==> src/sv/htrd_pkg.sv <==
// Shared types, widths and codes for the hex torus ray distance block.
// No dependencies; every other file depends on this package.
package htrd_pkg;

  // Storage bounds of the cell grid
  localparam int MAX_ROWS = 64;
  localparam int MAX_COLS = 64;

  localparam int ROW_W  = $clog2(MAX_ROWS);
  localparam int COL_W  = $clog2(MAX_COLS);
  localparam int ADDR_W = ROW_W + COL_W;
  localparam int CELLS  = MAX_ROWS * MAX_COLS;

  // Grid dimension registers hold 1..MAX
  localparam int DIM_W  = 7;
  localparam int TYPE_W = 2;
  localparam int SIDE_W = 3;
  localparam int DIST_W = 6;

  // Remainder unit: one quotient bit per cycle
  localparam int MOD_STEPS = (ROW_W > COL_W) ? ROW_W : COL_W;
  localparam int MODCNT_W  = (MOD_STEPS > 1) ? $clog2(MOD_STEPS) : 1;

  // Register map
  localparam logic REG_GRID_ROWS = 1'b0;
  localparam logic REG_GRID_COLS = 1'b1;

  // Item opcodes
  localparam logic OP_WRITE = 1'b0;
  localparam logic OP_QUERY = 1'b1;

  // Cell types
  localparam logic [TYPE_W-1:0] TYPE_EMPTY = 2'd0;
  localparam logic [TYPE_W-1:0] TYPE_EDGE  = 2'd1;
  localparam logic [TYPE_W-1:0] TYPE_NODE  = 2'd2;

  // Grid size as seen by the walker
  typedef struct packed {
    logic [DIM_W-1:0] rows;
    logic [DIM_W-1:0] cols;
  } grid_cfg_t;

  // Cell memory request from the walker
  typedef struct packed {
    logic              wr_en;
    logic [ADDR_W-1:0] wr_addr;
    logic [TYPE_W-1:0] wr_data;
    logic              rd_en;
    logic [ADDR_W-1:0] rd_addr;
  } ram_req_t;

endpackage

==> src/sv/htrd_cfg_regs.sv <==
// APB-style register file for the grid dimensions, with clamping on write.
// Depends on htrd_pkg.
module htrd_cfg_regs (
  input  logic                      clk,
  input  logic                      rst_n,
  input  logic                      cfg_psel,
  input  logic                      cfg_penable,
  input  logic                      cfg_pwrite,
  input  logic [2:0]                cfg_paddr,
  input  logic [31:0]               cfg_pwdata,
  output logic [31:0]               cfg_prdata,
  output logic                      cfg_pready,
  output htrd_pkg::grid_cfg_t       grid_cfg
);
  import htrd_pkg::*;

  logic [DIM_W-1:0] rows_r, rows_nxt;
  logic [DIM_W-1:0] cols_r, cols_nxt;
  logic             wr_hit;
  logic             reg_sel;

  // 0 reads as 1, anything above the storage bound saturates
  function automatic logic [DIM_W-1:0] clamp_dim(input logic [DIM_W-1:0] v,
                                                 input logic [DIM_W-1:0] maxv);
    logic [DIM_W-1:0] res;
    if (v == '0) res = DIM_W'(1);
    else if (v > maxv) res = maxv;
    else res = v;
    return res;
  endfunction

  assign cfg_pready = 1'b1;
  assign wr_hit     = cfg_psel && cfg_penable && cfg_pwrite && cfg_pready;
  assign reg_sel    = cfg_paddr[2];

  // Next values on a write transfer
  always_comb begin
    rows_nxt = rows_r;
    cols_nxt = cols_r;
    if (wr_hit) begin
      case (reg_sel)
        REG_GRID_ROWS: rows_nxt = clamp_dim(cfg_pwdata[DIM_W-1:0], DIM_W'(MAX_ROWS));
        REG_GRID_COLS: cols_nxt = clamp_dim(cfg_pwdata[DIM_W-1:0], DIM_W'(MAX_COLS));
        default: ;
      endcase
    end
  end

  always_ff @(posedge clk) begin
    if (!rst_n) begin
      rows_r <= DIM_W'(MAX_ROWS);
      cols_r <= DIM_W'(MAX_COLS);
    end else begin
      rows_r <= rows_nxt;
      cols_r <= cols_nxt;
    end
  end

  // Read back
  always_comb begin
    case (reg_sel)
      REG_GRID_ROWS: cfg_prdata = {{(32-DIM_W){1'b0}}, rows_r};
      REG_GRID_COLS: cfg_prdata = {{(32-DIM_W){1'b0}}, cols_r};
      default:       cfg_prdata = '0;
    endcase
  end

  assign grid_cfg.rows = rows_r;
  assign grid_cfg.cols = cols_r;

endmodule

==> config.mk <==
export PLATFORM = sky130hd
export DESIGN_NAME = htrd_cfg_regs
export DESIGN_NICKNAME = d
export VERILOG_FILES = /design/src/sv/htrd_pkg.sv /design/src/sv/htrd_cfg_regs.sv
export SDC_FILE = /design/constraint.sdc
export NUM_CORES = 1
export LEC_CHECK = 0
export ABC_AREA = 1
export BUFFER_PORTS_ARGS = -buffer_cell sky130_fd_sc_hd__buf_2
export CORE_MARGIN = 1.5
export CORE_UTILIZATION = 25
export CTS_CLUSTER_SIZE = 14
export DETAILED_ROUTE_END_ITERATION = 10
export PLACE_DENSITY = 0.6
export SLEW_MARGIN = 20
export SYNTH_ARGS = -nofsm -noshare
export SYNTH_HDL_FRONTEND = slang
export SYNTH_SLANG_ARGS = --single-unit
==> constraint.sdc <==
create_clock -name clk -period 1.45 [get_ports clk]
set_clock_uncertainty 0.05 [all_clocks]
set_input_delay 0.2175 -clock clk [delete_from_list [all_inputs] [get_ports clk]]
set_output_delay 0.2175 -clock clk [all_outputs]
set_load 0.02 [all_outputs]
==> flow_summary.toml <==
[detailed_routing]
ant_nets = 0
totalWireLength_um = 1899
drt_drc_violations_left = 0
viasPerCell = 3.953
dr.pass1.iters = 4
num_vias = 763
post_drt_wl_per_cell_um = 9.839
drt_first_iter_violations = 23

[layout]
final_area_sq_um = 991.0
drive_gt1_share_pct = 31.29
insertedDiodeCount = 0
nets = 189
syn2layout_area_growth_pct = 10.92

[synthesis]
synthMostInstantiatedCell = "nand2_1"
yosysWarnings = 0
yosysTopAreaCell = "dfxtp_1"
ys_async_sr_fraction_pct = 0
synth_top_area_share_pct = 31.37
ys.flop_type = "dfxtp_1"
ys_ff_latch = 14
synth_enable_flop_cells = 0
synthTopCellsByCount = "nand2_1, buf_4, dfxtp_1"
synthCells = 117
postSynthAreaPerCell_sq_um = 7.636
synth_seq_area_share_pct = 31.37
ys_types = 21
synth_area_leaders = "dfxtp_1, buf_4, nand2_1"
syn_area_sq_um = 893.4

[placement]
portBuffers = 33
dp_slack_ns = 0.2589
gp_congestion = 0.7302
detailed_place.area_sq_um = 968.4
hpwl_um = 1442

[critical_path]
cpPeakStageDelay_ns = 0.38
worstPathCellList = "nand2_1 > nand2_1 > buf_2"
crit_type = "reg2out"
reg2reg_to = "cols_r[1]"
cp_common_cell = "nand2_1"
cp_num_cells = 3
startpoint = "cols_r[5]"
critPathArrivalTime_ns = 0.94
startpoint_type = "flip-flop"
critical_path.max_fanout = 3
reg2regPathDepth = 2
endpoint_kind = "primary output"
cpMaxStageDelayCell = "dfxtp_1"
endpoint = "cfg_prdata[5]"
ff2ff_setup_slack_ns = 0.74
r2r_start = "cols_r[1]"
cp_top_family = "flip-flops"
path_buf_inv = 1
cp.required_ns = 1.18

[min_path]
hp-class = "in2reg"
hold_start = "cfg_pwdata[6]"

[power]
p_seq_share_pct = 49.7
switching_share_pct = 34.05
fin_total_pwr_uw = 816.8
p_clk_share_pct = 26.3
pwr-share-comb_pct = 24.0
intPower_uw = 538.7
leakage_uw = 0.0005405
pwr_density_cell_nw_per_um2 = 824.3
power.switching_uw = 278.1
ir_drop_mv = 0.2436

[grt]
overflow = 0
antenna_found_initial = 0
grtUsageTotal_pct = 9.294
grt_max_degree = 15
grt_first_pass_wirelength_um = 2918
grt_pass1_vias = 635

[clock_network]
cts_tree = "yes"
cts_root_buffer = "clkbuf_4"
clk-insertion-delay-late_ns = 0.27
htreeDepth = 1
cts-resized-gates = 0
postCtsSetupRepairBufs = 0
clock-sinks = 14
ctsHoldBuffers = 0
cts_buffers = 3
clkSlewWorstSetupHoldPaths_ns = 0.08
clockBufferDepth = 2

[timing]
timing.final.crit_share_pct = 83.41
rsz0062_at_grt = "false"
worst_slack_ns = 0.2406
clock.fmax_mhz = 826.9
hold_violations = 0
slew_violations = 0
fin_tns_setup_ns = 0
fin_crit_ns = 1.209
setup_viol = 0

[outcome]
status = "finished, final reports clean"

[floorplanning]
coreArea_sq_um = 3390
die_y_um = 62.78
num_rows = 21
dieArea_sq_um = 3941
io_pins = 87
start_util_pct = 26.36
die_w_um = 62.78

[flow_run]
cap_violations = 0
[per-stage QoR]
| step | hold slack [ns] | utilization (%) | std cells |
|---|---|---|---|
| 2_1_floorplan | 0.2979 | - | 141 |
| 3_3_place_gp | 0.4254 | 28.57 | 190 |
| 3_5_place_dp | 0.4305 | 28.57 | 190 |
| 4_1_cts | 0.1454 | 29.24 | 193 |
| 5_1_grt | 0.1689 | 29.24 | 193 |
| 6_report | 0.1510 | 29.24 | 193 |
[cell usage in the layout, fill, tap and decap left out, types with 2 or more instances in the layout]
cell      netlist  routed
inv_1           3       3
o21ai_0         9       9
nand2_1        32      32
a21oi_1        10      10
nor2_1          3       3
o21ai_1         2       2
a21oi_2         2       2
buf_2           0      33
conb_1          2      26
dfxtp_1        14      14
clkbuf_4        0       3
o21ai_2         3       3
[layout make-up]
class | instances | area, sq um
inverter | 4 | 20.02
timing repair buffer | 33 | 165.2
clock buffer | 3 | 22.52
fill | 388 | 2399
tap | 46 | 57.56
multi-input combinational | 93 | 445.4
sequential | 14 | 280.3
[worst min-delay path, delay by kind of cell]
kind / cells / cell delay [ns]
AOI/OAI and AO/OA: 1 / 0.06
buffers and inverters: 1 / 0.11
and+or+nand+nor: 1 / 0.05
[per-layer routing]
metal	wire length [um]	share of wire, %	up-vias	GRT usage (%)
met3	141	7.4	0	1.802
met4	0	0	0	2.500
met1	913	48	334	12.60
li1	-	-	384	-
met2	844	44	45	15.05
met5	0	0	-	0
[cells by family after synthesis]
kind of cell           share of synthesized area [%]
AND/OR/NAND/NOR                                21.43
buffers and inverters                          28.85
AO/OA/AOI/OAI                                  17.51
flip-flops                                     31.37
other                                         0.8406
[power by group through the flow]
stage	registers (uW)	logic (uW)	clock network, uW
6_report	406	196	215
5_1_grt	408	212	235
4_1_cts	406	197	223
3_5_place_dp	415	196	0
3_3_place_gp	415	196	0
2_1_floorplan	431	186	0
[state kept, by name, summed over array words and instances, names as in the netlist]
| name | count |
|---|---|
| cols_r | 7 |
| rows_r | 7 |
[worst min-delay path by stage]
stage,endpoint,cells after the start
after detailed placement,rows_r[6],3
after floorplan,rows_r[6],2
after CTS,rows_r[6],3
after global placement,rows_r[6],3
final,rows_r[6],3
after global routing,rows_r[6],3
No activity file was read; power rests on OpenSTA's default activity.
