**src/sv/htrd_pkg.sv**
```systemverilog
// Shared types, widths and codes for the hex torus ray distance block.
// No dependencies; every other file depends on this package.
package htrd_pkg;

  // Storage bounds of the cell grid
  localparam int MAX_ROWS = 64;
  localparam int MAX_COLS = 64;

  localparam int ROW_W  = $clog2(MAX_ROWS);
  localparam int COL_W  = $clog2(MAX_COLS);
  localparam int ADDR_W = ROW_W + COL_W;
  localparam int CELLS  = MAX_ROWS * MAX_COLS;

  // Grid dimension registers hold 1..MAX
  localparam int DIM_W  = 7;
  localparam int TYPE_W = 2;
  localparam int SIDE_W = 3;
  localparam int DIST_W = 6;

  // Remainder unit: one quotient bit per cycle
  localparam int MOD_STEPS = (ROW_W > COL_W) ? ROW_W : COL_W;
  localparam int MODCNT_W  = (MOD_STEPS > 1) ? $clog2(MOD_STEPS) : 1;

  // Register map
  localparam logic REG_GRID_ROWS = 1'b0;
  localparam logic REG_GRID_COLS = 1'b1;

  // Item opcodes
  localparam logic OP_WRITE = 1'b0;
  localparam logic OP_QUERY = 1'b1;

  // Cell types
  localparam logic [TYPE_W-1:0] TYPE_EMPTY = 2'd0;
  localparam logic [TYPE_W-1:0] TYPE_EDGE  = 2'd1;
  localparam logic [TYPE_W-1:0] TYPE_NODE  = 2'd2;

  // Grid size as seen by the walker
  typedef struct packed {
    logic [DIM_W-1:0] rows;
    logic [DIM_W-1:0] cols;
  } grid_cfg_t;

  // Cell memory request from the walker
  typedef struct packed {
    logic              wr_en;
    logic [ADDR_W-1:0] wr_addr;
    logic [TYPE_W-1:0] wr_data;
    logic              rd_en;
    logic [ADDR_W-1:0] rd_addr;
  } ram_req_t;

endpackage

```
**src/sv/htrd_in_if.sv**
```systemverilog
// Input item channel: valid/ready handshake plus write or query payload.
// Depends on htrd_pkg for field widths.
interface htrd_in_if;
  logic                        valid;
  logic                        ready;
  logic                        op;
  logic [htrd_pkg::ROW_W-1:0]  row;
  logic [htrd_pkg::COL_W-1:0]  col;
  logic [htrd_pkg::SIDE_W-1:0] side;
  logic [htrd_pkg::TYPE_W-1:0] cell_type;

  modport source (output valid, op, row, col, side, cell_type, input ready);
  modport sink   (input valid, op, row, col, side, cell_type, output ready);
endinterface

```
**src/sv/htrd_out_if.sv**
```systemverilog
// Result channel: valid/ready handshake plus neighbour and distance payload.
// Depends on htrd_pkg for field widths.
interface htrd_out_if;
  logic                        valid;
  logic                        ready;
  logic [htrd_pkg::ROW_W-1:0]  next_row;
  logic [htrd_pkg::COL_W-1:0]  next_col;
  logic [htrd_pkg::TYPE_W-1:0] neighbour_type;
  logic [htrd_pkg::DIST_W-1:0] node_distance;

  modport source (output valid, next_row, next_col, neighbour_type, node_distance,
                  input ready);
  modport sink   (input valid, next_row, next_col, neighbour_type, node_distance,
                  output ready);
endinterface

```
**src/sv/htrd_walker.sv**
```systemverilog
// Item sequencer: stores writes, reduces query coordinates, walks the ray
// through the cell memory and holds the result register.
// Depends on htrd_pkg, htrd_in_if and htrd_out_if.
module htrd_walker (
  input  logic                         clk,
  input  logic                         rst_n,
  input  htrd_pkg::grid_cfg_t          grid_cfg,
  htrd_in_if.sink                      in_ch,
  htrd_out_if.source                   out_ch,
  output htrd_pkg::ram_req_t           ram_req,
  input  logic [htrd_pkg::TYPE_W-1:0]  ram_rd_data,
  output logic                         busy
);
  import htrd_pkg::*;

  // Hexagon sides
  localparam logic [SIDE_W-1:0] SIDE_LEFT  = 3'd0;
  localparam logic [SIDE_W-1:0] SIDE_UP_L  = 3'd1;
  localparam logic [SIDE_W-1:0] SIDE_UP_R  = 3'd2;
  localparam logic [SIDE_W-1:0] SIDE_RIGHT = 3'd3;
  localparam logic [SIDE_W-1:0] SIDE_DN_R  = 3'd4;
  localparam logic [SIDE_W-1:0] SIDE_DN_L  = 3'd5;

  localparam int SH_W = DIM_W + MOD_STEPS;

  typedef enum logic [5:0] {
    S_IDLE  = 6'b000001,
    S_MOD   = 6'b000010,
    S_HOP   = 6'b000100,
    S_PRIME = 6'b001000,
    S_WALK  = 6'b010000,
    S_DONE  = 6'b100000
  } walk_state_t;

  typedef struct packed {
    logic [ROW_W-1:0] row;
    logic [COL_W-1:0] col;
  } cell_pos_t;

  walk_state_t       state_r, state_nxt;
  logic [MODCNT_W-1:0] mod_cnt_r, mod_cnt_nxt;
  cell_pos_t         qpos_r, qpos_nxt;     // query cell, reduced in place
  logic [SIDE_W-1:0] side_r, side_nxt;
  cell_pos_t         npos_r, npos_nxt;     // neighbour cell
  cell_pos_t         wpos_r, wpos_nxt;     // next cell to read
  logic [DIM_W-1:0]  step_r, step_nxt;     // step number of the data in flight
  logic              first_r, first_nxt;
  logic [TYPE_W-1:0] nb_type_r, nb_type_nxt;
  logic [DIST_W-1:0] dist_r, dist_nxt;

  logic              out_valid_r;
  cell_pos_t         out_pos_r;
  logic [TYPE_W-1:0] out_type_r;
  logic [DIST_W-1:0] out_dist_r;

  logic              in_xfer;
  logic              out_load;
  logic [SH_W-1:0]   row_div;
  logic [SH_W-1:0]   col_div;
  cell_pos_t         hop_q;
  cell_pos_t         hop_w;

  // One move on the torus, odd-column offset layout
  function automatic cell_pos_t hop_pos(input cell_pos_t p, input logic [SIDE_W-1:0] sd,
                                        input logic [DIM_W-1:0] rows,
                                        input logic [DIM_W-1:0] cols);
    logic [DIM_W-1:0] r_inc;
    logic [DIM_W-1:0] c_inc;
    logic [ROW_W-1:0] up;
    logic [ROW_W-1:0] dn;
    logic [COL_W-1:0] lf;
    logic [COL_W-1:0] rt;
    logic             odd;
    cell_pos_t        q;
    r_inc = {{(DIM_W-ROW_W){1'b0}}, p.row} + DIM_W'(1);
    c_inc = {{(DIM_W-COL_W){1'b0}}, p.col} + DIM_W'(1);
    up    = (r_inc >= rows) ? '0 : r_inc[ROW_W-1:0];
    dn    = (p.row == '0) ? ROW_W'(rows - DIM_W'(1)) : p.row - ROW_W'(1);
    rt    = (c_inc >= cols) ? '0 : c_inc[COL_W-1:0];
    lf    = (p.col == '0) ? COL_W'(cols - DIM_W'(1)) : p.col - COL_W'(1);
    odd   = p.col[0];
    case (sd)
      SIDE_LEFT:  begin q.row = p.row; q.col = lf; end
      SIDE_UP_L:  begin q.row = up;    q.col = odd ? p.col : lf; end
      SIDE_UP_R:  begin q.row = up;    q.col = odd ? rt : p.col; end
      SIDE_RIGHT: begin q.row = p.row; q.col = rt; end
      SIDE_DN_R:  begin q.row = dn;    q.col = odd ? rt : p.col; end
      SIDE_DN_L:  begin q.row = dn;    q.col = odd ? p.col : lf; end
      default:    q = p;   // no side: stay on the cell
    endcase
    return q;
  endfunction

  assign in_ch.ready = (state_r == S_IDLE);
  assign in_xfer     = in_ch.valid && in_ch.ready;
  assign busy        = (state_r != S_IDLE);

  // Divisor shifted to the current quotient bit
  assign row_div = {{MOD_STEPS{1'b0}}, grid_cfg.rows} << mod_cnt_r;
  assign col_div = {{MOD_STEPS{1'b0}}, grid_cfg.cols} << mod_cnt_r;

  assign hop_q = hop_pos(qpos_r, side_r, grid_cfg.rows, grid_cfg.cols);
  assign hop_w = hop_pos(wpos_r, side_r, grid_cfg.rows, grid_cfg.cols);

  // Memory port: writes straight from the input transfer, reads along the ray
  always_comb begin
    ram_req.wr_en   = in_xfer && (in_ch.op == OP_WRITE)
                      && ({1'b0, in_ch.row} < (ROW_W+1)'(MAX_ROWS))
                      && ({1'b0, in_ch.col} < (COL_W+1)'(MAX_COLS));
    ram_req.wr_addr = {in_ch.row, in_ch.col};   // row * MAX_COLS + col
    ram_req.wr_data = in_ch.cell_type;
    ram_req.rd_en   = (state_r == S_PRIME) || (state_r == S_WALK);
    ram_req.rd_addr = {wpos_r.row, wpos_r.col};
  end

  // Sequencer
  always_comb begin
    state_nxt   = state_r;
    mod_cnt_nxt = mod_cnt_r;
    qpos_nxt    = qpos_r;
    side_nxt    = side_r;
    npos_nxt    = npos_r;
    wpos_nxt    = wpos_r;
    step_nxt    = step_r;
    first_nxt   = first_r;
    nb_type_nxt = nb_type_r;
    dist_nxt    = dist_r;
    out_load    = 1'b0;
    case (state_r)
      S_IDLE: begin
        if (in_xfer && (in_ch.op == OP_QUERY)) begin
          qpos_nxt.row = in_ch.row;
          qpos_nxt.col = in_ch.col;
          side_nxt     = in_ch.side;
          mod_cnt_nxt  = MODCNT_W'(MOD_STEPS - 1);
          state_nxt    = S_MOD;
        end
      end
      // Restoring remainder, one quotient bit per cycle for row and column
      S_MOD: begin
        if ({{DIM_W{1'b0}}, qpos_r.row} >= row_div) begin
          qpos_nxt.row = qpos_r.row - row_div[ROW_W-1:0];
        end
        if ({{(SH_W-COL_W){1'b0}}, qpos_r.col} >= col_div) begin
          qpos_nxt.col = qpos_r.col - col_div[COL_W-1:0];
        end
        if (mod_cnt_r == '0) begin
          state_nxt = S_HOP;
        end else begin
          mod_cnt_nxt = mod_cnt_r - MODCNT_W'(1);
        end
      end
      S_HOP: begin
        npos_nxt  = hop_q;
        wpos_nxt  = hop_q;
        state_nxt = S_PRIME;
      end
      // First read is the neighbour itself
      S_PRIME: begin
        wpos_nxt  = hop_w;
        step_nxt  = DIM_W'(1);
        first_nxt = 1'b1;
        state_nxt = S_WALK;
      end
      // Data for step_r arrives; the next cell is already being read
      S_WALK: begin
        first_nxt = 1'b0;
        if (first_r) begin
          nb_type_nxt = ram_rd_data;
        end
        if ((side_r > SIDE_DN_L) || (step_r >= grid_cfg.rows)) begin
          dist_nxt  = '0;
          state_nxt = S_DONE;
        end else if (ram_rd_data == TYPE_NODE) begin
          dist_nxt  = step_r[DIST_W-1:0];
          state_nxt = S_DONE;
        end else if (ram_rd_data == TYPE_EMPTY) begin
          dist_nxt  = '0;
          state_nxt = S_DONE;
        end else begin
          wpos_nxt = hop_w;
          step_nxt = step_r + DIM_W'(1);
        end
      end
      S_DONE: begin
        if (!out_valid_r || out_ch.ready) begin
          out_load  = 1'b1;
          state_nxt = S_IDLE;
        end
      end
      default: state_nxt = S_IDLE;
    endcase
  end

  always_ff @(posedge clk) begin
    if (!rst_n) begin
      state_r <= S_IDLE;
    end else begin
      state_r <= state_nxt;
    end
  end

  always_ff @(posedge clk) begin
    mod_cnt_r <= mod_cnt_nxt;
    qpos_r    <= qpos_nxt;
    side_r    <= side_nxt;
    npos_r    <= npos_nxt;
    wpos_r    <= wpos_nxt;
    step_r    <= step_nxt;
    first_r   <= first_nxt;
    nb_type_r <= nb_type_nxt;
    dist_r    <= dist_nxt;
  end

  // Result register
  always_ff @(posedge clk) begin
    if (!rst_n) begin
      out_valid_r <= 1'b0;
    end else if (out_load) begin
      out_valid_r <= 1'b1;
    end else if (out_ch.ready) begin
      out_valid_r <= 1'b0;
    end
  end

  always_ff @(posedge clk) begin
    if (out_load) begin
      out_pos_r  <= npos_r;
      out_type_r <= nb_type_r;
      out_dist_r <= dist_r;
    end
  end

  assign out_ch.valid          = out_valid_r;
  assign out_ch.next_row       = out_pos_r.row;
  assign out_ch.next_col       = out_pos_r.col;
  assign out_ch.neighbour_type = out_type_r;
  assign out_ch.node_distance  = out_dist_r;

endmodule

```
**src/flat_wrapper.sv**
```systemverilog
// flat-port wrapper written by rule: the top's interface ports become plain ports
module htrd_walker_flat import htrd_pkg::*;
  (clk, rst_n, grid_cfg, ram_req, ram_rd_data, busy, in_ch_valid, in_ch_op, in_ch_row, in_ch_col, in_ch_side, in_ch_cell_type, in_ch_ready, out_ch_valid, out_ch_next_row, out_ch_next_col, out_ch_neighbour_type, out_ch_node_distance, out_ch_ready);
  htrd_in_if in_ch_i ();
  htrd_out_if out_ch_i ();
  input  logic clk;
  input  logic rst_n;
  input  htrd_pkg::grid_cfg_t grid_cfg;
  output htrd_pkg::ram_req_t ram_req;
  input  logic [htrd_pkg::TYPE_W-1:0] ram_rd_data;
  output logic busy;
  input wire logic [$bits(in_ch_i.valid)-1:0] in_ch_valid;
  input wire logic [$bits(in_ch_i.op)-1:0] in_ch_op;
  input wire logic [$bits(in_ch_i.row)-1:0] in_ch_row;
  input wire logic [$bits(in_ch_i.col)-1:0] in_ch_col;
  input wire logic [$bits(in_ch_i.side)-1:0] in_ch_side;
  input wire logic [$bits(in_ch_i.cell_type)-1:0] in_ch_cell_type;
  output wire logic [$bits(in_ch_i.ready)-1:0] in_ch_ready;
  output wire logic [$bits(out_ch_i.valid)-1:0] out_ch_valid;
  output wire logic [$bits(out_ch_i.next_row)-1:0] out_ch_next_row;
  output wire logic [$bits(out_ch_i.next_col)-1:0] out_ch_next_col;
  output wire logic [$bits(out_ch_i.neighbour_type)-1:0] out_ch_neighbour_type;
  output wire logic [$bits(out_ch_i.node_distance)-1:0] out_ch_node_distance;
  input wire logic [$bits(out_ch_i.ready)-1:0] out_ch_ready;
  assign in_ch_i.valid = in_ch_valid;
  assign in_ch_i.op = in_ch_op;
  assign in_ch_i.row = in_ch_row;
  assign in_ch_i.col = in_ch_col;
  assign in_ch_i.side = in_ch_side;
  assign in_ch_i.cell_type = in_ch_cell_type;
  assign in_ch_ready = in_ch_i.ready;
  assign out_ch_valid = out_ch_i.valid;
  assign out_ch_next_row = out_ch_i.next_row;
  assign out_ch_next_col = out_ch_i.next_col;
  assign out_ch_neighbour_type = out_ch_i.neighbour_type;
  assign out_ch_node_distance = out_ch_i.node_distance;
  assign out_ch_i.ready = out_ch_ready;
  htrd_walker u_core (.clk(clk), .rst_n(rst_n), .grid_cfg(grid_cfg), .in_ch(in_ch_i), .out_ch(out_ch_i), .ram_req(ram_req), .ram_rd_data(ram_rd_data), .busy(busy));
endmodule
```
**config.mk**
```make
export PLATFORM = sky130hd
export DESIGN_NAME = htrd_walker_flat
export DESIGN_NICKNAME = d
export VERILOG_FILES = /design/src/sv/htrd_pkg.sv /design/src/sv/htrd_in_if.sv /design/src/sv/htrd_out_if.sv /design/src/sv/htrd_walker.sv /design/src/flat_wrapper.sv
export SDC_FILE = /design/constraint.sdc
export NUM_CORES = 1
export LEC_CHECK = 0
export ABC_CLOCK_PERIOD_IN_PS = 4400
export BUFFER_PORTS_ARGS = -buffer_cell sky130_fd_sc_hd__buf_4
export CORE_MARGIN = 5
export CORE_UTILIZATION = 60
export DETAILED_ROUTE_END_ITERATION = 10
export GPL_TIMING_DRIVEN = 0
export PLACE_DENSITY = 0.82
export SLEW_MARGIN = 30
export SYNTH_ARGS = -nofsm -noshare
export SYNTH_HDL_FRONTEND = slang
export SYNTH_SLANG_ARGS = --single-unit
```
**constraint.sdc**
```tcl
create_clock -name clk -period 4.4 [get_ports clk]
set_input_delay 0.66 -clock clk [delete_from_list [all_inputs] [get_ports clk]]
set_output_delay 0.66 -clock clk [all_outputs]
set_load 0.005 [all_outputs]
```
==> summary.txt, run 1 <==
Status = completed
First DRT Iteration DRCs = 791
Number of antenna violations at the first check in global routing = 0
Post-detailed-route via-to-cell ratio = 6.48
Cell count after synthesis = 782
Standard-cell rows = 40
Final Critical Period = 3.88 ns
I/O pin count = 89
Number of buffers inserted by hold repair at cts = 0
CTS tree = yes
Class of the worst hold path = flip-flop to flip-flop
Endpoints failing hold = 0
Number of global-route vias before repair = 6,493
Unrepaired setup endpoints after global routing = no
Overflow left after global routing = 0
DIE AREA = 14,200 µm²
Tightest slew margin relative to the limit = 35.3%
Maximum number of pins on one net before global-route repair = 18
Synthesized Nets = 886
Layout cells sized above 1 = 17.5%
Effective utilization at floorplan = 60.5%
Final Routed Wirelength = 20,800 µm
Number of buffers inserted during clock tree synthesis = 9
Most frequent cells in the layout = buf_4, edfxtp_1, nand2_1, ha_1, a21oi_1
Post-detailed-placement half-perimeter wirelength = 16,200 µm
Count of input and output buffers = 84
Antenna viol nets, final = 0
Yosys cell types = 84
GPL Wtd Cong = 0.956
Worst-case setup margin in the final layout = 0.520 ns
Maximum buffer depth of the clock tree = 2
Routed wire length per instance = 20.2 µm
Worst Path Required = 4.38 ns
Post-route standard cell area excluding fillers = 8340 µm²
Count of synthesis-stage warnings from yosys = 0
Post-cts sizing count = 0
Vert. Die Dim = 119 µm
Top achievable clock speed = 0.258 GHz
Slew at the pin closest to its max-slew limit = 0.960 ns
Critical Path AT = 3.86 ns
Post-layout utilization of the core = 70.3%
Antenna diodes = 0
Pins Over Slew Limit = 0
Horizontal extent of the die = 119 µm
Most common cell after layout, fill and taps aside = buf_4
Vias after detailed routing = 6,681
Area growth from synthesis to layout = 16.2%
Post-placement setup slack = 0.624 ns
Cell area after synthesis = 7180 µm²
Category of the most critical setup path = flip-flop to flip-flop
Source-to-sink clock delay at the later pin of the worst-skew pair = 0.36 ns
Core area = 11,900 µm²
Category of the worst setup path capture point = flip-flop
Filler cells = 925
CP Launch Type = flip-flop
Portion of the clock cycle consumed by the worst path in the final layout = 88.2%
Root Buffer Master = clkbuf_16
Share of flip-flops with an asynchronous set or reset after synthesis = 0%
Clock tree sinks = 85
Static leakage = 3.42 nW
Total power per unit cell area = 248 nW/µm²
Clock-pin slew of the registers on the worst-case setup and hold paths = 0.08 ns
Setup bufs post-CTS = 0
GRT Total Usage = 29.2%
Non-filler cells in the finished layout = 1,031
Final total negative setup slack = 0 ns
Area post-placement = 8020 µm²
DRC violations left = 0
Placed cells = 1,015
Dominant register cell in the synthesized netlist = edfxtp_1
Worst-case clock skew = 0.0142 ns
Sequential share of the synthesized area = 34.6%
Number of levels in the clock H-tree = 3
Number of max-cap violations = 0
Final Net Count = 983
Peak supply drop = 0.156 mV
Number of enable-type register cells in the synthesized netlist = 78
# setup viols final = 0
Flip-flop and latch count after synthesis = 85
First-pass GRT wire length = 33,600 µm
Number of search-and-repair iterations in the first detailed-routing pass = 6
Worst-path fanout max = 10
Post-Syn Area per Cell = 9.18 µm²
worst paths after layout:
path                            cells past startpoint           startpoint  slack [ns]                   endpoint
worst max-delay path                               11  u_core.mod_cnt_r[1]        0.52          u_core.qpos_r[10]
worst min-delay path                                0     u_core.npos_r[1]        0.42  u_core.out_ch.next_col[1]
worst max register to register                     11  u_core.mod_cnt_r[1]        0.52          u_core.qpos_r[10]
worst min register to register                      0     u_core.npos_r[1]        0.42  u_core.out_ch.next_col[1]
synth_stat cells (5+ instances only):
| master | instances | share of area, % |
|---|---|---|
| o21a_1 | 10 | 1.0 |
| a21oi_1 | 45 | 3.1 |
| nor2b_1 | 15 | 1.3 |
| a21o_1 | 8 | 0.84 |
| mux2i_1 | 10 | 1.4 |
| xor2_1 | 15 | 1.8 |
| nand3_1 | 36 | 2.5 |
| dfxtp_1 | 7 | 2.0 |
| and3_1 | 13 | 1.1 |
| o21ai_1 | 17 | 1.2 |
| a211o_1 | 5 | 0.61 |
| buf_4 | 15 | 1.6 |
| edfxtp_1 | 78 | 33 |
| buf_2 | 7 | 0.49 |
| clkbuf_1 | 24 | 1.3 |
| or3_1 | 6 | 0.52 |
| a31oi_1 | 9 | 0.78 |
| nand2_1 | 71 | 3.7 |
| o21ai_0 | 30 | 2.1 |
| a211oi_1 | 11 | 1.2 |
| nor2_1 | 43 | 2.2 |
| nand2b_1 | 15 | 1.3 |
| o211ai_1 | 6 | 0.63 |
| and2_1 | 12 | 1.0 |
| buf_6 | 5 | 0.78 |
| xnor2_1 | 28 | 3.4 |
| nor4_1 | 6 | 0.52 |
| inv_1 | 40 | 2.1 |
| nor3_1 | 15 | 1.0 |
| ha_1 | 64 | 11 |
| o31ai_1 | 7 | 0.73 |
critical path, stage by stage (launching register included):
cell	delay, ns
edfxtp_1	0.34
clkbuf_1	0.28
clkbuf_1	0.40
clkbuf_1	0.44
nand2_1	0.10
o211a_1	0.14
a211o_1	0.27
ha_1	0.33
o21ai_0	0.15
a21oi_1	0.20
a311oi_1	0.08
o21ai_0	0.77
final cells by class:
type | count | area (µm²) | share of cell area [%]
plain buffers | 56 | 333 | 3.99
clock buffers | 9 | 225 | 2.70
clock inverters | 7 | 87.6 | 1.05
inverters | 43 | 161 | 1.94
multi-input cells | 598 | 4210 | 50.5
flip-flops and latches | 85 | 2480 | 29.8
well taps | 147 | 184 | 2.21
repair buffers | 86 | 657 | 7.88
per-stage QoR:
| step | power, W | hold WS (ns) |
|---|---|---|
| floorplan | 0.00114 | 0.400 |
| global placement | 0.00125 | 0.401 |
| detailed placement | 0.00126 | 0.405 |
| CTS | 0.00207 | 0.420 |
| global route | 0.00214 | 0.427 |
| finish | 0.00207 | 0.420 |
layer usage:
| metal | global-route usage, % | part of all wire (%) | vias up |
|---|---|---|---|
| met5 | 0 | 0 | - |
| met4 | 7.37 | 1.6 | 0 |
| met3 | 4.27 | 9.2 | 38 |
| met2 | 48.2 | 48 | 374 |
| met1 | 40.4 | 41 | 3185 |
| li1 | - | - | 3084 |
cell families after synthesis:
kind of cell | Yosys count | share of synthesized area, %
muxes | 13 | 1.87
DFF | 85 | 34.6
xor gates and xnor gates | 43 | 5.25
and+or+nand+nor | 265 | 19.5
adders and majority gates | 66 | 11.7
AOI/OAI and AO/OA | 211 | 20.2
buffers and inverters | 99 | 6.89
sequential cells by signal, indices dropped and copies added (netlist names), 2 cells and up:
name and cells:
u_core.dist_r 6, u_core.mod_cnt_r 3, u_core.nb_type_r 2, u_core.npos_r 12
u_core.out_ch.neighbour_type 2, u_core.out_ch.next_col 6, u_core.out_ch.next_row 6, u_core.out_ch.node_distance 6
u_core.qpos_r 12, u_core.ram_req 12, u_core.side_r 3, u_core.state_r 6
u_core.step_r 7
report_power, final:
group	internal, W	leakage, nW	switching [W]
clock network	0.000454	0.148	0.000363
logic	0.000151	2.52	0.000203
registers	0.000889	0.754	0.0000122
No activity file was read; power rests on OpenSTA's default activity.
==> inputs of run 2 (changes only) <==
--- a/config.mk
+++ b/config.mk
@@ -7,12 +7,14 @@
 export LEC_CHECK = 0
 export ABC_CLOCK_PERIOD_IN_PS = 4400
 export BUFFER_PORTS_ARGS = -buffer_cell sky130_fd_sc_hd__buf_4
+export CELL_PAD_IN_SITES_DETAIL_PLACEMENT = 1
+export CELL_PAD_IN_SITES_GLOBAL_PLACEMENT = 2
+export CORE_ASPECT_RATIO = 0.75
 export CORE_MARGIN = 5
-export CORE_UTILIZATION = 60
+export CORE_UTILIZATION = 37
 export DETAILED_ROUTE_END_ITERATION = 10
 export GPL_TIMING_DRIVEN = 0
-export PLACE_DENSITY = 0.82
-export SLEW_MARGIN = 30
+export PLACE_DENSITY_LB_ADDON = 0.1
 export SYNTH_ARGS = -nofsm -noshare
 export SYNTH_HDL_FRONTEND = slang
 export SYNTH_SLANG_ARGS = --single-unit
==> run 2 against run 1 <==
  * Clock skew shrank 0.0022 ns
  * First-iteration DRC count shrank 53%
  * Final area grew 1.2%
  * Hold slack is essentially flat
  * Critical path type unchanged
  * Critical path depth is the same
  * Non-clock buffer count shrank 1
  * Sequential power is essentially flat
  * Die area grew 57%
  * Sequential share of layout area shrank 0.36 points
  * Register-to-register slack lost 0.099 ns
  * Via count shrank 2.4%
  * Count of clock-buffer cells in the layout is the same
==> summary.txt, run 2 (synthesized netlist as in run 1, its figures left out) <==
Source-to-sink clock delay at the later pin of the worst-skew pair = 0.35 ns (was 0.36 ns)
Final total negative setup slack = 0 ns (unchanged)
DRC violations left = 0 (unchanged)
Number of search-and-repair iterations in the first detailed-routing pass = 5 (was 6)
First-pass GRT wire length = 38,500 µm (was 33,600 µm)
Status = completed (unchanged)
GPL Wtd Cong = 0.915 (was 0.956)
Flop pwr share = 43.7% (was 43.5%)
Most frequent cells in the layout = buf_4, edfxtp_1, nand2_1, ha_1, a21oi_1 (unchanged)
Number of levels in the clock H-tree = 3 (unchanged)
Number of max-cap violations = 0 (unchanged)
Antenna diodes = 0 (unchanged)
Maximum number of pins on one net before global-route repair = 21 (was 18)
Final Routed Wirelength = 24,200 µm (was 20,800 µm)
Category of the worst setup path capture point = flip-flop (unchanged)
Class of the worst hold path = flip-flop to flip-flop (unchanged)
Root Buffer Master = clkbuf_16 (unchanged)
I/O pin count = 89 (unchanged)
Top achievable clock speed = 0.251 GHz (was 0.258 GHz)
Final Critical Period = 3.98 ns (was 3.88 ns)
Biggest cell delay along the critical path = 0.74 ns (was 0.77 ns)
Clock tree sinks = 85 (unchanged)
Number of global-route vias before repair = 6,710 (was 6,493)
Cell-by-cell listing of the critical path = clkbuf_1, clkbuf_1, clkbuf_1, nand2_1, o211a_1, a211o_1, ha_1, o21ai_0, a21oi_1, a311oi_1, o21ai_0 (unchanged)
Horizontal extent of the die = 171 µm (was 119 µm)
Vias after detailed routing = 6,519 (was 6,681)
Static leakage = 3.42 nW (about the same)
Clock-pin slew of the registers on the worst-case setup and hold paths = 0.07 ns (was 0.08 ns)
First DRT Iteration DRCs = 375 (was 791)
Clock group share of total power = 38.3% (was 39.5%)
Total power per unit cell area = 244 nW/µm² (was 248 nW/µm²)
Setup bufs post-CTS = 0 (unchanged)
GRT Total Usage = 21.9% (was 29.2%)
Power spent charging and discharging nets = 0.000573 W (was 0.000578 W)
Portion of the clock cycle consumed by the worst path in the final layout = 90.4% (was 88.2%)
Worst hold slack = 0.420 ns (about the same)
Number of antenna violations at the first check in global routing = 0 (unchanged)
Part of the power in combinational logic = 17.9% (was 17.1%)
Most common cell after layout, fill and taps aside = buf_4 (unchanged)
Effective utilization at floorplan = 37.3% (was 60.5%)
Max stage delay cell, worst path = o21ai_0 (unchanged)
Standard-cell rows = 44 (was 40)
Routed wire length per instance = 21.3 µm (was 20.2 µm)
Endpoints failing hold = 0 (unchanged)
Worst-case setup margin in the final layout = 0.421 ns (was 0.520 ns)
Number of buffers inserted during clock tree synthesis = 9 (unchanged)
Post-detailed-route via-to-cell ratio = 5.74 (was 6.48)
DIE AREA = 22,300 µm² (was 14,200 µm²)
Vert. Die Dim = 131 µm (was 119 µm)
Worst Path Required = 4.37 ns (was 4.38 ns)
# setup viols final = 0 (unchanged)
Post-detailed-placement half-perimeter wirelength = 19,300 µm (was 16,200 µm)
Maximum buffer depth of the clock tree = 2 (unchanged)
Final Net Count = 982 (was 983)
Buffers & Inverters on Critical Path = 3 (unchanged)
Post-placement setup slack = 0.470 ns (was 0.624 ns)
Number of buffers inserted by hold repair at cts = 0 (unchanged)
Unrepaired setup endpoints after global routing = no (unchanged)
Layout cells sized above 1 = 17.3% (was 17.5%)
Pins Over Slew Limit = 0 (unchanged)
Slew at the pin closest to its max-slew limit = 0.956 ns (was 0.960 ns)
Worst-path fanout max = 10 (unchanged)
Category of the most critical setup path = flip-flop to flip-flop (unchanged)
Placed cells = 1,120 (was 1,015)
Most used cell, CP = clkbuf_1 (unchanged)
Post-layout utilization of the core = 43.9% (was 70.3%)
Non-filler cells in the finished layout = 1,136 (was 1,031)
Critical Path AT = 3.95 ns (was 3.86 ns)
Internal Pwr Total = 0.00149 W (about the same)
CTS tree = yes (unchanged)
Peak supply drop = 0.184 mV (was 0.156 mV)
Overflow left after global routing = 0 (unchanged)
Post-cts sizing count = 0 (unchanged)
Sw frac = 27.9% (about the same)
CP Launch Type = flip-flop (unchanged)
Antenna viol nets, final = 0 (unchanged)
Largest delay contributor family on the critical path = compound AO/OA/AOI/OAI gates (unchanged)
Worst-case clock skew = 0.0120 ns (was 0.0142 ns)
Core area = 19,200 µm² (was 11,900 µm²)
Tightest slew margin relative to the limit = 36.0% (was 35.3%)
Area growth from synthesis to layout = 17.6% (was 16.2%)
Count of input and output buffers = 84 (unchanged)
==> run 2: final cells by class <==
cell class,instances,area (µm²)
fill,2248,10800
clock buffer,9,225
tap,253,317
sequential,85,2480
inverter,43,161
clock inverter,7,72.6
buffer,56,333
multi-input combinational,598,4210
timing repair buffer,85,642
==> run 2: per-stage QoR <==
stage	instance area, µm²	power, W
6_report	8440	0.00206
5_1_grt	8440	0.00215
4_1_cts	8440	0.00207
3_5_place_dp	8140	0.00128
3_3_place_gp	8120	0.00127
2_1_floorplan	7180	0.00114
==> run 2: routing by layer <==
metal	global-route usage, %	share of wire (%)
met1	32.2	49
met2	34.5	44
met3	3.64	6.2
met4	3.80	1.0
met5	0	0
==> run 2: power groups by stage <==
stage | combinational, W | clock, W | sequential [W]
after floorplan | 0.000226 | 0 | 0.000914
after global placement | 0.000351 | 0 | 0.000918
after detailed placement | 0.000363 | 0 | 0.000918
after CTS | 0.000365 | 0.000805 | 0.000900
after global routing | 0.000405 | 0.000847 | 0.000902
final | 0.000369 | 0.000789 | 0.000901
==> run 2: final timing paths <==
| check | slack [ns] | from | end | depth (start not counted) |
|---|---|---|---|---|
| worst max-delay path | 0.42 | u_core.mod_cnt_r[1] | u_core.qpos_r[7] | 11 |
| worst min register to register | 0.42 | u_core.npos_r[5] | u_core.out_ch.next_col[5] | 0 |
| worst min-delay path | 0.42 | u_core.npos_r[5] | u_core.out_ch.next_col[5] | 0 |
| worst max register to register | 0.42 | u_core.mod_cnt_r[1] | u_core.qpos_r[7] | 11 |
==> inputs of run 3 (changes only) <==
--- a/config.mk
+++ b/config.mk
@@ -11,7 +11,7 @@
 export CELL_PAD_IN_SITES_GLOBAL_PLACEMENT = 2
 export CORE_ASPECT_RATIO = 0.75
 export CORE_MARGIN = 5
-export CORE_UTILIZATION = 37
+export CORE_UTILIZATION = 35
 export DETAILED_ROUTE_END_ITERATION = 10
 export GPL_TIMING_DRIVEN = 0
 export PLACE_DENSITY_LB_ADDON = 0.1
==> run 3 against run 2 <==
  * Combinational power is essentially flat
  * Setup slack gained 0.11 ns
  * Fmax grew 2.9%
  * Sequential power is essentially flat
  * Register-to-register slack gained 0.11 ns
  * First-iteration DRC count grew 9.6%
  * Hold slack lost 0.0019 ns
  * Final cell count grew 0.44%
==> summary.txt, run 3 (synthesized netlist as in run 1, its figures left out) <==
Status = completed (unchanged)
Worst-path fanout max = 10 (unchanged)
Tightest slew margin relative to the limit = 35.4% (was 36.0%)
Overflow left after global routing = 0 (unchanged)
Layout cells sized above 1 = 17.3% (unchanged)
Power spent charging and discharging nets = 0.000572 W (was 0.000573 W)
Clock-pin slew of the registers on the worst-case setup and hold paths = 0.07 ns (about the same)
Pins Over Slew Limit = 0 (unchanged)
Clock group share of total power = 40.0% (was 38.3%)
Worst hold slack = 0.418 ns (was 0.420 ns)
Worst r2r src = u_core.mod_cnt_r[1] (unchanged)
CTS tree = yes (unchanged)
CP Launch Type = flip-flop (unchanged)
Static leakage = 3.42 nW (about the same)
Sw frac = 27.0% (was 27.9%)
Clock tree sinks = 85 (unchanged)
Number of buffers inserted during clock tree synthesis = 9 (unchanged)
Top achievable clock speed = 0.259 GHz (was 0.251 GHz)
DIE AREA = 23,500 µm² (was 22,300 µm²)
Number of antenna violations at the first check in global routing = 0 (unchanged)
Peak supply drop = 0.160 mV (was 0.184 mV)
Post-layout utilization of the core = 41.9% (was 43.9%)
Internal Pwr Total = 0.00154 W (was 0.00149 W)
DRC violations left = 0 (unchanged)
Critical Path AT = 3.84 ns (was 3.95 ns)
Worst Path Required = 4.37 ns (about the same)
Flop pwr share = 42.6% (was 43.7%)
Number of search-and-repair iterations in the first detailed-routing pass = 4 (was 5)
# setup viols final = 0 (unchanged)
Count of input and output buffers = 84 (unchanged)
Standard-cell rows = 45 (was 44)
Vert. Die Dim = 134 µm (was 131 µm)
Worst setup path start = u_core.mod_cnt_r[1] (unchanged)
Unrepaired setup endpoints after global routing = no (unchanged)
Category of the worst setup path capture point = flip-flop (unchanged)
Filler cells = 2,379 (was 2,248)
Post-route standard cell area excluding fillers = 8470 µm² (was 8440 µm²)
Most frequent cells in the layout = buf_4, edfxtp_1, nand2_1, ha_1, a21oi_1 (unchanged)
Number of levels in the clock H-tree = 3 (unchanged)
Final Routed Wirelength = 24,400 µm (was 24,200 µm)
Total power per unit cell area = 250 nW/µm² (was 244 nW/µm²)
Register area = 2480 µm² (unchanged)
Final Net Count = 982 (unchanged)
Part of the power in combinational logic = 17.4% (was 17.9%)
GRT Total Usage = 20.4% (was 21.9%)
Category of the most critical setup path = flip-flop to flip-flop (unchanged)
GR Util met1 = 31.6% (was 32.2%)
Root Buffer Master = clkbuf_16 (unchanged)
Placed cells = 1,125 (was 1,120)
Area post-placement = 8150 µm² (was 8140 µm²)
Post-cts sizing count = 0 (unchanged)
I/O pin count = 89 (unchanged)
Reg2reg setup slack = 0.53 ns (was 0.42 ns)
Met3 Usage GRT = 4.11% (was 3.64%)
Worst-case clock skew = 0.00908 ns (was 0.0120 ns)
First-pass GRT wire length = 38,000 µm (was 38,500 µm)
Number of global-route vias before repair = 6,562 (was 6,710)
End of the critical path = u_core.qpos_r[8] (was u_core.qpos_r[7])
Final Critical Period = 3.87 ns (was 3.98 ns)
Post-detailed-route via-to-cell ratio = 5.67 (was 5.74)
Multi-input gate area in the final layout = 4210 µm² (unchanged)
Setup bufs post-CTS = 0 (unchanged)
Effective utilization at floorplan = 35.5% (was 37.3%)
Number of max-cap violations = 0 (unchanged)
Core area = 20,200 µm² (was 19,200 µm²)
Area growth from synthesis to layout = 18.1% (was 17.6%)
Maximum number of pins on one net before global-route repair = 21 (unchanged)
Non-filler cells in the finished layout = 1,141 (was 1,136)
Most common cell after layout, fill and taps aside = buf_4 (unchanged)
Number of buffers inserted by hold repair at cts = 0 (unchanged)
Antenna viol nets, final = 0 (unchanged)
Portion of the clock cycle consumed by the worst path in the final layout = 87.9% (was 90.4%)
First DRT Iteration DRCs = 411 (was 375)
Routed wire length per instance = 21.4 µm (was 21.3 µm)
Class of the worst hold path = flip-flop to flip-flop (unchanged)
Source-to-sink clock delay at the later pin of the worst-skew pair = 0.35 ns (about the same)
Global routing met2 resource utilization = 30.0% (was 34.5%)
Endpoints failing hold = 0 (unchanged)
Maximum buffer depth of the clock tree = 2 (unchanged)
Slew at the pin closest to its max-slew limit = 0.960 ns (was 0.956 ns)
Gr busiest metal = met1 (was met2)
Horizontal extent of the die = 175 µm (was 171 µm)
Antenna diodes = 0 (unchanged)
Final total negative setup slack = 0 ns (unchanged)
Post-detailed-placement half-perimeter wirelength = 19,400 µm (was 19,300 µm)
Endpoint of the worst-slack reg-to-reg timing path = u_core.qpos_r[8] (was u_core.qpos_r[7])
Vias after detailed routing = 6,467 (was 6,519)
GPL Wtd Cong = 0.883 (was 0.915)
Depth of the worst register-to-register path = 11 (unchanged)
==> run 3: critical path, cell delays in order (launching register included) <==
cell and delay, ns:
edfxtp_1 0.33, clkbuf_1 0.31, clkbuf_1 0.44, clkbuf_1 0.38, nand2_1 0.10, o211a_1 0.13
a211o_1 0.28, ha_1 0.34, o21ai_0 0.15, a21oi_1 0.22, a311oi_1 0.07, o21ai_0 0.72
==> run 3: power by group through the flow <==
stage	clock network (W)	logic [W]	registers [W]
2_1_floorplan	0	0.000226	0.000914
3_3_place_gp	0	0.000356	0.000918
3_5_place_dp	0	0.000364	0.000919
4_1_cts	0.000871	0.000366	0.000901
5_1_grt	0.000906	0.000405	0.000902
6_report	0.000848	0.000368	0.000901
==> run 3: cell type report <==
| type | count | share of cell area (%) |
|---|---|---|
| well taps | 258 | 3.81 |
| inverters | 43 | 1.90 |
| multi-input cells | 598 | 49.6 |
| plain buffers | 56 | 3.93 |
| clock inverters | 6 | 1.14 |
| flip-flops and latches | 85 | 29.3 |
| repair buffers | 85 | 7.58 |
| clock buffers | 10 | 2.70 |
==> run 3: stage by stage <==
stage	power (W)	setup slack, ns
floorplan	0.00114	1.25
global placement	0.00127	0.374
detailed placement	0.00128	0.518
CTS	0.00214	0.498
global route	0.00221	0.173
finish	0.00212	0.534
==> run 3: how the worst min path moves through the flow <==
stage	startpoint	to	slack (ns)	depth (start not counted)
floorplan	u_core.nb_type_r[0]	u_core.out_ch.neighbour_type[0]	0.40	0
global placement	u_core.npos_r[0]	u_core.out_ch.next_col[0]	0.40	0
detailed placement	u_core.nb_type_r[0]	u_core.out_ch.neighbour_type[0]	0.41	0
CTS	u_core.dist_r[2]	u_core.out_ch.node_distance[2]	0.41	0
global route	u_core.npos_r[6]	u_core.out_ch.next_row[0]	0.42	0
finish	u_core.dist_r[2]	u_core.out_ch.node_distance[2]	0.42	0
==> run 3: metal layers <==
layer,vias to the layer above,part of all wire (%)
met5,-,0
met4,0,0.60
met2,189,42
met3,12,6.3
li1,3081,-
met1,3185,51
